--- config.mk ---
export PLATFORM = sky130hd
export DESIGN_NAME = binary_to_seven_segment_encoder_core
export DESIGN_NICKNAME = d
export VERILOG_FILES = /design/src/design/bsse_pkg.sv /design/src/design/bsse_dd_cell.sv /design/src/design/bsse_seg_fmt.sv /design/src/design/binary_to_seven_segment_encoder_core.sv
export SDC_FILE = /design/constraint.sdc
export NUM_CORES = 1
export LEC_CHECK = 0
export BUFFER_PORTS_ARGS = -buffer_cell sky130_fd_sc_hd__buf_2
export CORE_MARGIN = 4
export CORE_UTILIZATION = 35
export DETAILED_ROUTE_END_ITERATION = 10
export GPL_ROUTABILITY_DRIVEN = 0
export SYNTH_ARGS = -nofsm -noshare
export SYNTH_HDL_FRONTEND = slang
export SYNTH_SLANG_ARGS = --single-unit
--- constraint.sdc ---
create_clock -name clk -period 3.08 [get_ports clk]
set_input_delay 0.616 -clock clk [delete_from_list [all_inputs] [get_ports clk]]
set_output_delay 0.616 -clock clk [all_outputs]
set_load 0.05 [all_outputs]
--- src/design/bsse_pkg.sv ---
// ----------------------------------------------------------------------------
// Binary to seven-segment encoder package
// Shared widths, register indexes, status codes and the segment font.
// ----------------------------------------------------------------------------
package bsse_pkg;

	localparam int VALUE_W    = 16;
	localparam int BCD_DIGITS = 5;
	localparam int BCD_W      = 4 * BCD_DIGITS;
	localparam int SEG_W      = 8;
	localparam int OUT_DIGITS = 4;
	localparam int CELLS      = VALUE_W;

	localparam logic [SEG_W-1:0] SEG_INVALID = 8'h40;
	localparam logic [SEG_W-1:0] SEG_POINT   = 8'h80;
	localparam logic [SEG_W-1:0] SEG_BLANK   = 8'h00;

	typedef enum logic [1:0] {
		REG_DIGIT_COUNT    = 2'd0,
		REG_POINT_ENABLE   = 2'd1,
		REG_POINT_POSITION = 2'd2,
		REG_REVERSE_ORDER  = 2'd3
	} reg_index_t;

	typedef enum logic [1:0] {
		ST_OK    = 2'd0,
		ST_RANGE = 2'd1,
		ST_POINT = 2'd2
	} status_t;

	typedef struct packed {
		logic [2:0] digit_count;
		logic       point_enable;
		logic [1:0] point_position;
		logic       reverse_order;
	} cfg_t;

	typedef struct packed {
		logic [BCD_W-1:0]   bcd;
		logic [VALUE_W-1:0] bin;
	} dd_word_t;

	function automatic logic [SEG_W-1:0] seg_font(input logic [3:0] digit);
		logic [SEG_W-1:0] pattern;
		case (digit)
			4'd0: pattern = 8'h3F;
			4'd1: pattern = 8'h06;
			4'd2: pattern = 8'h5B;
			4'd3: pattern = 8'h4F;
			4'd4: pattern = 8'h66;
			4'd5: pattern = 8'h6D;
			4'd6: pattern = 8'h7D;
			4'd7: pattern = 8'h07;
			4'd8: pattern = 8'h7F;
			4'd9: pattern = 8'h6F;
			default: pattern = SEG_INVALID;
		endcase
		return pattern;
	endfunction

endpackage

--- src/design/bsse_dd_cell.sv ---
// ----------------------------------------------------------------------------
// Double dabble cell
// One add-3 and shift step: every BCD digit of five or more gets three added,
// then the top binary bit is shifted into the BCD field. Output registered.
// ----------------------------------------------------------------------------
module bsse_dd_cell
	import bsse_pkg::*;
(
	input  logic     clk,
	input  logic     arst_n,
	input  logic     valid_i,
	input  dd_word_t word_i,
	output logic     valid_o,
	output dd_word_t word_o
);

	logic             valid_q;
	dd_word_t         word_q;
	logic [BCD_W-1:0] adj;

	always_comb begin
		for (int d = 0; d < BCD_DIGITS; d++) begin
			if (word_i.bcd[4*d +: 4] >= 4'd5) begin
				adj[4*d +: 4] = word_i.bcd[4*d +: 4] + 4'd3;
			end else begin
				adj[4*d +: 4] = word_i.bcd[4*d +: 4];
			end
		end
	end

	always_ff @(posedge clk or negedge arst_n) begin
		if (!arst_n) begin
			valid_q <= 1'b0;
		end else begin
			valid_q <= valid_i;
		end
	end

	always_ff @(posedge clk) begin
		word_q.bcd <= {adj[BCD_W-2:0], word_i.bin[VALUE_W-1]};
		word_q.bin <= {word_i.bin[VALUE_W-2:0], 1'b0};
	end

	assign valid_o = valid_q;
	assign word_o  = word_q;

endmodule

--- src/design/bsse_seg_fmt.sv ---
// ----------------------------------------------------------------------------
// Segment formatter
// Range check, font lookup, decimal point, digit reversal and status.
// Output registered with a one-cycle done strobe.
// ----------------------------------------------------------------------------
module bsse_seg_fmt
	import bsse_pkg::*;
#(
	parameter int MAX_DIGITS = 4
) (
	input  logic                            clk,
	input  logic                            arst_n,
	input  logic                            valid_i,
	input  logic [BCD_W-1:0]                bcd_i,
	input  cfg_t                            cfg_i,
	output logic                            done_o,
	output logic [OUT_DIGITS-1:0][SEG_W-1:0] seg_o,
	output status_t                         status_o
);

	logic [2:0]                       n;
	logic                             over;
	logic [OUT_DIGITS-1:0][SEG_W-1:0] seg_raw;
	logic [OUT_DIGITS-1:0][SEG_W-1:0] seg_rev;
	logic [2:0]                       rev_idx;
	status_t                          status_c;
	logic                             done_q;
	logic [OUT_DIGITS-1:0][SEG_W-1:0] seg_q;
	status_t                          status_q;

	always_comb begin
		if (cfg_i.digit_count < 3'd2) begin
			n = 3'd2;
		end else if (cfg_i.digit_count > 3'(MAX_DIGITS)) begin
			n = 3'(MAX_DIGITS);
		end else begin
			n = cfg_i.digit_count;
		end
	end

	always_comb begin
		over = 1'b0;
		for (int d = 0; d < BCD_DIGITS; d++) begin
			if ((3'(d) >= n) && (bcd_i[4*d +: 4] != 4'd0)) begin
				over = 1'b1;
			end
		end
	end

	always_comb begin
		status_c = over ? ST_RANGE : ST_OK;
		for (int i = 0; i < OUT_DIGITS; i++) begin
			if (3'(i) >= n) begin
				seg_raw[i] = SEG_BLANK;
			end else if (over) begin
				seg_raw[i] = SEG_INVALID;
			end else begin
				seg_raw[i] = seg_font(bcd_i[4*i +: 4]);
			end
		end
		if (cfg_i.point_enable) begin
			if ({1'b0, cfg_i.point_position} < n) begin
				seg_raw[cfg_i.point_position] = seg_raw[cfg_i.point_position] | SEG_POINT;
			end else if (!over) begin
				status_c = ST_POINT;
			end
		end
	end

	always_comb begin
		for (int i = 0; i < OUT_DIGITS; i++) begin
			rev_idx = 3'(n - 3'd1 - 3'(i));
			if (3'(i) >= n) begin
				seg_rev[i] = SEG_BLANK;
			end else if (cfg_i.reverse_order) begin
				seg_rev[i] = seg_raw[rev_idx[1:0]];
			end else begin
				seg_rev[i] = seg_raw[i];
			end
		end
	end

	always_ff @(posedge clk or negedge arst_n) begin
		if (!arst_n) begin
			done_q <= 1'b0;
		end else begin
			done_q <= valid_i;
		end
	end

	always_ff @(posedge clk) begin
		if (valid_i) begin
			seg_q    <= seg_rev;
			status_q <= status_c;
		end
	end

	assign done_o   = done_q;
	assign seg_o    = seg_q;
	assign status_o = status_q;

endmodule

--- src/design/binary_to_seven_segment_encoder_core.sv ---
// ----------------------------------------------------------------------------
// Binary to seven-segment encoder core
// Converts a 16-bit value to 2..4 decimal digits with a chain of double
// dabble cells and drives one seven-segment pattern per digit.
//
//   channel  | direction | handshake             | payload
//   ---------+-----------+-----------------------+--------------------------------
//   command  | in        | start, busy           | value
//   result   | out       | done (strobe)         | seg_digit0..seg_digit3, status
//   config   | in        | cfg_valid, cfg_ready  | cfg_index, cfg_data
//
// A new value is taken every clock cycle while busy is low; each beat passes
// 16 cells, one bit per cell, and then the formatter register. Busy is high
// for the first cycle after reset and low after that. Configuration is read
// by the formatter stage, so the user must write it only while no beat is in
// flight; the block does not enforce it. The result strobe cannot be stalled.
// ----------------------------------------------------------------------------
module binary_to_seven_segment_encoder_core
	import bsse_pkg::*;
#(
	parameter int MAX_DIGITS = 4
) (
	input  logic        clk,
	input  logic        arst_n,
	input  logic        start,
	output logic        busy,
	input  logic [15:0] value,
	output logic        done,
	output logic [7:0]  seg_digit0,
	output logic [7:0]  seg_digit1,
	output logic [7:0]  seg_digit2,
	output logic [7:0]  seg_digit3,
	output logic [1:0]  status,
	input  logic        cfg_valid,
	output logic        cfg_ready,
	input  logic [1:0]  cfg_index,
	input  logic [2:0]  cfg_data
);

	localparam int LATENCY = CELLS + 1;

	logic                             busy_q;
	cfg_t                             cfg_q;
	logic                             accept;
	logic [CELLS:0]                   valid_c;
	dd_word_t                         word_c [CELLS+1];
	logic [OUT_DIGITS-1:0][SEG_W-1:0] seg;
	status_t                          status_c;

	always_ff @(posedge clk or negedge arst_n) begin
		if (!arst_n) begin
			busy_q <= 1'b1;
		end else begin
			busy_q <= 1'b0;
		end
	end

	always_ff @(posedge clk or negedge arst_n) begin
		if (!arst_n) begin
			cfg_q.digit_count    <= 3'd4;
			cfg_q.point_enable   <= 1'b0;
			cfg_q.point_position <= 2'd0;
			cfg_q.reverse_order  <= 1'b0;
		end else if (cfg_valid && cfg_ready) begin
			case (reg_index_t'(cfg_index))
				REG_DIGIT_COUNT:    cfg_q.digit_count    <= cfg_data;
				REG_POINT_ENABLE:   cfg_q.point_enable   <= cfg_data[0];
				REG_POINT_POSITION: cfg_q.point_position <= cfg_data[1:0];
				REG_REVERSE_ORDER:  cfg_q.reverse_order  <= cfg_data[0];
				default: ;
			endcase
		end
	end

	assign busy      = busy_q;
	assign cfg_ready = 1'b1;
	assign accept    = start && !busy_q;

	assign valid_c[0]    = accept;
	assign word_c[0].bcd = '0;
	assign word_c[0].bin = value;

	for (genvar c = 0; c < CELLS; c++) begin : g_cell
		bsse_dd_cell u_cell (
			.clk     (clk),
			.arst_n  (arst_n),
			.valid_i (valid_c[c]),
			.word_i  (word_c[c]),
			.valid_o (valid_c[c+1]),
			.word_o  (word_c[c+1])
		);
	end

	bsse_seg_fmt #(
		.MAX_DIGITS (MAX_DIGITS)
	) u_fmt (
		.clk      (clk),
		.arst_n   (arst_n),
		.valid_i  (valid_c[CELLS]),
		.bcd_i    (word_c[CELLS].bcd),
		.cfg_i    (cfg_q),
		.done_o   (done),
		.seg_o    (seg),
		.status_o (status_c)
	);

	assign seg_digit0 = seg[0];
	assign seg_digit1 = seg[1];
	assign seg_digit2 = seg[2];
	assign seg_digit3 = seg[3];
	assign status     = status_c;

	a_latency_fwd: assert property (@(posedge clk) disable iff (!arst_n)
		accept |-> ##LATENCY done)
		else $error("accepted beat did not produce a result");

	a_latency_back: assert property (@(posedge clk) disable iff (!arst_n)
		done |-> $past(accept, LATENCY))
		else $error("result without an accepted beat");

	a_status_code: assert property (@(posedge clk) disable iff (!arst_n)
		done |-> (status == ST_OK || status == ST_RANGE || status == ST_POINT))
		else $error("illegal status code");

	a_unused_blank: assert property (@(posedge clk) disable iff (!arst_n)
		(done && cfg_q.digit_count <= 3'd2) |-> (seg_digit2 == SEG_BLANK
			&& seg_digit3 == SEG_BLANK))
		else $error("unused digit positions not blank");

endmodule

==> impl_metrics.toml, run 1 <==
[drt]
drt_iter0_markers = 342
routed_wl_um = 20500
post_drt_wl_per_cell_um = 10.8
drc = 0
first_pass_iters = 5
viasPerCell = 4.49
ant_nets = 0
num_vias = 8469

[yosys]
synthFlopType = "dfxtp_1"
syn-num-nets = 1389
synth_edf_count = 34
avgSynthCellArea_um2 = 10.8
yosys-top-cells-area = "dfxtp_1 46%, ha_1 9.3%, edfxtp_1 7.5%, dfrtp_1 4.2%, nand2_1 4.2%"
ys_warn_count = 0
synth-async-reset-ratio = 0.0670
syn_area_mm2 = 0.0136
yosysMostFrequentCell = "dfxtp_1"
synth_cell_types = 59
synthCells = 1263
synth.top_cell.area_share = 0.462
ys_seq_area_frac = 0.583
synthTopCellsByCount = "314 x dfxtp_1, 151 x nand2_1, 101 x ha_1"
ys_seq_elements = 373
yosysTopAreaCell = "dfxtp_1"

[finish]
fin_area_mm2 = 0.0158
nNetsFinal = 1475
fillers = 3679
drive_gt1_frac = 0.115
syn_to_final_growth_pct = 16.1
diodes = 0
utilization = 0.415

[timing]
tns_ns = 0
drv_slew = 0
slew_headroom = 0.160
rsz0062_at_grt = "no"
tightest_slew_ns = 1.26
fmax_mhz = 392
period_minus_slack_ns = 2.55
period_share = 0.829
hold_viol_final = 0
setup_viol_count_final = 0
finClkSkew_ns = 0.0239
hold_ws_ns = 0.0308

[pwr]
netSwitchingPower_mw = 5.76
finalPower_mw = 17.0
switching_share = 0.339
p_leak_nw = 6.95
p_int_mw = 11.3
powerDensity_mw_per_mm2 = 1080
pwr-share-clk = 0.277
peakVddDrop_v = 0.000692
p_comb_frac = 0.310
power_frac_seq = 0.413

[grt]
overflow = 0
grt_pass1_wl_um = 36400
grt_pass1_vias = 8283
grt_usage = 0.102
grt_max_degree = 36
antenna_found_initial = 0

[clock_network]
postCtsHoldBufs = 0
cts_tree = "done"
cts.sinks = 373
cts.repair.resized = 0
root_buffer = "clkbuf_16"
cts_setup_buffers = 0
cts_buffers = 41
clk_latency_ns = 0.56
clock_path_buffers = 3
cts.clk_slew.worst_paths_ns = 0.06
h-tree-depth = 2

[hold_path]
hold_class = "in2async"

[placement]
dpl.hpwl_um = 14000
io_buffers = 60
place_area_mm2 = 0.0145

[setup_path]
max_stage_delay_ns = 0.57
path_max_fanout = 27
startpoint = "cfg_q[6]"
end_kind = "register"
startpoint_type = "register"
crit_type = "reg2reg"
crit_arrival_ns = 2.86
reg2reg_from = "cfg_q[6]"
r2r_slack_ns = 0.53
cp_cell_sequence = "buf_4, ha_1, inv_1, a221oi_1, a211o_1, a21oi_2"
crit_slowest_cell = "dfstp_2"
cp.required_ns = 3.39

[die]
start_util = 0.358
row_count = 71
fp.dieH_um = 205
core_mm2 = 0.0380
pin_count = 62
die_w_um = 205
dieArea_mm2 = 0.0421

[outcome]
outcome = "complete, no violations"

[flow_run]
drv_cap = 0
-- area by class of cell --
class / count / area, um2 / area share
multi-input combinational: 763 / 5130 / 0.325
sequential: 373 / 7940 / 0.502
clock inverter: 13 / 176 / 0.0112
clock buffer: 58 / 1160 / 0.0734
inverter: 100 / 380 / 0.0241
tap: 511 / 639 / 0.0405
timing repair buffer: 70 / 375 / 0.0238
-- worst paths after layout --
kind / endpoint / cells past startpoint
max reg2reg: u_fmt.seg_o[18] / 6
min reg2reg: g_cell[14].u_cell.word_o[15] / 0
min: u_fmt.done_o / 1
min in group clk: g_cell[0].u_cell.word_o[14] / 1
max in group asynchronous: busy / 1
max: u_fmt.seg_o[18] / 6
-- state kept, by name, indices dropped and copies added, names as in the netlist, named ones only --
name / count
busy: 1
cfg_q: 7
g_cell.u_cell.valid_o: 16
u_fmt.done_o: 1
u_fmt.seg_o: 32
u_fmt.status_o: 2
g_cell.u_cell.word_o: 286
-- cell families (layout without fill, tap and decap cells) --
group | Yosys count | in the layout | synth area share
DFF | 373 | 373 | 0.583
xor gates and xnor gates | 36 | 36 | 0.0232
other | 2 | 2 | 0.000552
adders and majority gates | 101 | 101 | 0.0929
and+or+nand+nor | 337 | 337 | 0.118
AOI/OAI and AO/OA | 230 | 230 | 0.0987
muxes | 57 | 57 | 0.0432
buffers and inverters | 127 | 241 | 0.0399
-- layer usage --
metal | GRT usage | wire (um) | vias up
met2 | 0.169 | 9230 | 178
met1 | 0.122 | 9150 | 3847
met4 | 0.0467 | 755 | 0
met3 | 0.0312 | 1340 | 45
met5 | 0 | 0 | -
li1 | - | - | 4399
-- per-stage QoR --
step	cells	setup slack, ns
floorplan	1263	0.169
global placement	1817	0.318
detailed placement	1817	0.236
CTS	1888	0.218
global route	1888	0.386
finish	1888	0.527
-- critical path: cells and delay by family (launching register included) --
kind,cells,cell delay (ns)
compound gates,3,0.53
fa+ha+maj,1,0.56
buf+inv,2,0.63
flops,1,0.57
-- cell usage in the layout, fill, tap and decap left out, types with 36 or more instances in the layout --
cell type / Yosys / final
ha_1: 101 / 101
a21oi_1: 71 / 71
nand2b_1: 61 / 61
nor2_1: 62 / 62
mux2i_1: 43 / 43
o21ai_0: 95 / 95
clkbuf_16: 0 / 41
buf_2: 2 / 60
dfxtp_1: 314 / 314
xnor2_1: 36 / 36
nand2_1: 151 / 151
inv_1: 97 / 97
-- power groups by stage --
stage | Clock [mW] | Sequential (mW) | Combinational (mW)
global route | 5.13 | 7.22 | 6.17
CTS | 4.91 | 7.04 | 5.34
floorplan | 0 | 7.05 | 4.19
finish | 4.71 | 7.03 | 5.28
detailed placement | 0 | 7.14 | 5.31
global placement | 0 | 7.11 | 5.14
Power figures use the tool's default switching activity.
==> inputs of run 2 (changes only) <==
==> constraint.sdc (replaced) <==
create_clock -name clk -period 2.47 [get_ports clk]
set_input_delay 0.494 -clock clk [delete_from_list [all_inputs] [get_ports clk]]
set_output_delay 0.494 -clock clk [all_outputs]
set_load 0.05 [all_outputs]
==> run 2 against run 1 <==
Non-clock buffer count up 10. Count of clock-buffer cells in the layout down 1. Power up 29%. Core utilization up 0.64 points. Sequential power up 24%. Highest routed layer unchanged. First-iteration DRC count down 9.1%. Register-to-register slack worse by 0.38 ns. Cell count up 0.79%.
==> impl_metrics.toml, run 2 (synthesis gave the netlist of run 1 again) <==
[timing]
hold_viol_final = 0
period_minus_slack_ns = 2.32
drv_slew = 0
setup_ws_ns = 0.146
period_share = 0.941
setup_viol_count_final = 0
finClkSkew_ns = 0.0240
tightest_slew_ns = 0.610
tns_ns = 0
fmax_mhz = 430
rsz0062_at_grt = "no"
slew_headroom = 0.590

[clock_network]
h-tree-depth = 2
cts.clk_slew.worst_paths_ns = 0.06
cts_buffers = 41
root_buffer = "clkbuf_16"
cts.sinks = 373
clock_path_buffers = 3
clk_latency_ns = 0.55
cts_tree = "done"

[finish]
fin_area_mm2 = 0.0160
diodes = 0
nNetsFinal = 1485
drive_gt1_frac = 0.132
largest_reg_flops = 286
syn_to_final_growth_pct = 17.9
final_common_cell = "dfxtp_1"
fillers = 3664
final_cell_mix = "314 x dfxtp_1, 149 x nand2_1, 100 x ha_1"

[grt]
overflow = 0
antenna_found_initial = 0
grt_usage = 0.0989
grt_pass1_vias = 7977
grt_pass1_wl_um = 35100
grt_max_degree = 36

[setup_path]
crit_cells = 9
cp_cell_sequence = "and3b_2, inv_6, ha_1, nor2b_1, a222oi_1, buf_4, nand3_4, a211o_1, a21oi_1"
crit_slowest_cell = "dfstp_2"
r2r_slack_ns = 0.15
crit_arrival_ns = 2.72
max_stage_delay_ns = 0.39
cp.required_ns = 2.87
critPathBufInv = 2
crit_type = "reg2reg"
path_max_fanout = 12
end_kind = "register"
startpoint_type = "register"
reg2regPathDepth = 9
crit_family = "compound AO/OA/AOI/OAI gates"

[die]
row_count = 71
start_util = 0.358
fp.dieH_um = 205
die_w_um = 205
pin_count = 62
dieArea_mm2 = 0.0421
core_mm2 = 0.0380

[placement]
dp_slack_ns = 0.0866
dpl.hpwl_um = 14400
io_buffers = 60
place_area_mm2 = 0.0145

[outcome]
outcome = "complete, no violations"

[drt]
post_drt_wl_per_cell_um = 10.8
routed_wl_um = 20600
first_pass_iters = 5
ant_nets = 0
drt_iter0_markers = 311
drc = 0
viasPerCell = 4.49
num_vias = 8553

[pwr]
peakVddDrop_v = 0.000885
finalPower_mw = 21.9
powerDensity_mw_per_mm2 = 1370
p_leak_nw = 7.08

[hold_path]
hold_depth = 1
hold_class = "in2reg"

[flow_run]
drv_cap = 0
[run 2: changes by cell type in the layout (fill, tap and decap cells not counted), sizes merged]
| cell | delta |
|---|---|
| clkbuf | -1 |
| clkinv | +3 |
| clkinvlp | -1 |
| buf | +9 |
| dlygate4sd3 | +1 |
| bufinv | +3 |
| inv | +1 |
[run 2: final timing paths]
check | start | to
max | cfg_q[6] | u_fmt.seg_o[3]
min | value[9] | g_cell[0].u_cell.word_o[10]
max reg2reg | cfg_q[6] | u_fmt.seg_o[3]
min reg2reg | g_cell[5].u_cell.word_o[9] | g_cell[6].u_cell.word_o[10]
max in group asynchronous | arst_n | busy
min in group asynchronous | arst_n | u_fmt.done_o
[run 2: area by class of cell]
cell class | instances | area (um2) | area share
well taps | 511 | 639 | 0.0399
inverters | 100 | 385 | 0.0240
multi-input cells | 763 | 5160 | 0.322
flip-flops and latches | 373 | 7940 | 0.495
clock buffers | 57 | 1200 | 0.0747
clock inverters | 19 | 267 | 0.0166
repair buffers | 80 | 453 | 0.0282
[run 2: metal layers]
layer  global-route usage  wire length [um]
met1                0.114              8840
met2                0.170              9700
met3               0.0272              1150
met4               0.0464               860
met5                    0                 0
[run 2: per-stage QoR]
step	hold slack (ns)	std cells	util
2_1_floorplan	0.198	1263	-
3_5_place_dp	0.312	1824	0.382
3_3_place_gp	0.310	1824	0.382
4_1_cts	0.00201	1901	0.421
6_report	0.0474	1903	0.422
5_1_grt	0.0111	1903	0.422
[run 2: power breakdown]
group	switching [mW]	total, mW	internal [mW]
Sequential	1.03	8.75	7.72
Combinational	3.86	6.82	2.96
Clock	2.39	6.33	3.94
[run 2: repair_timing]
action,4_1_cts,5_1_grt
hold buffers,1,0
buffers inserted,0,2
hold endpoints to repair,23,0
resized for setup,0,6
setup endpoints to repair,0,16
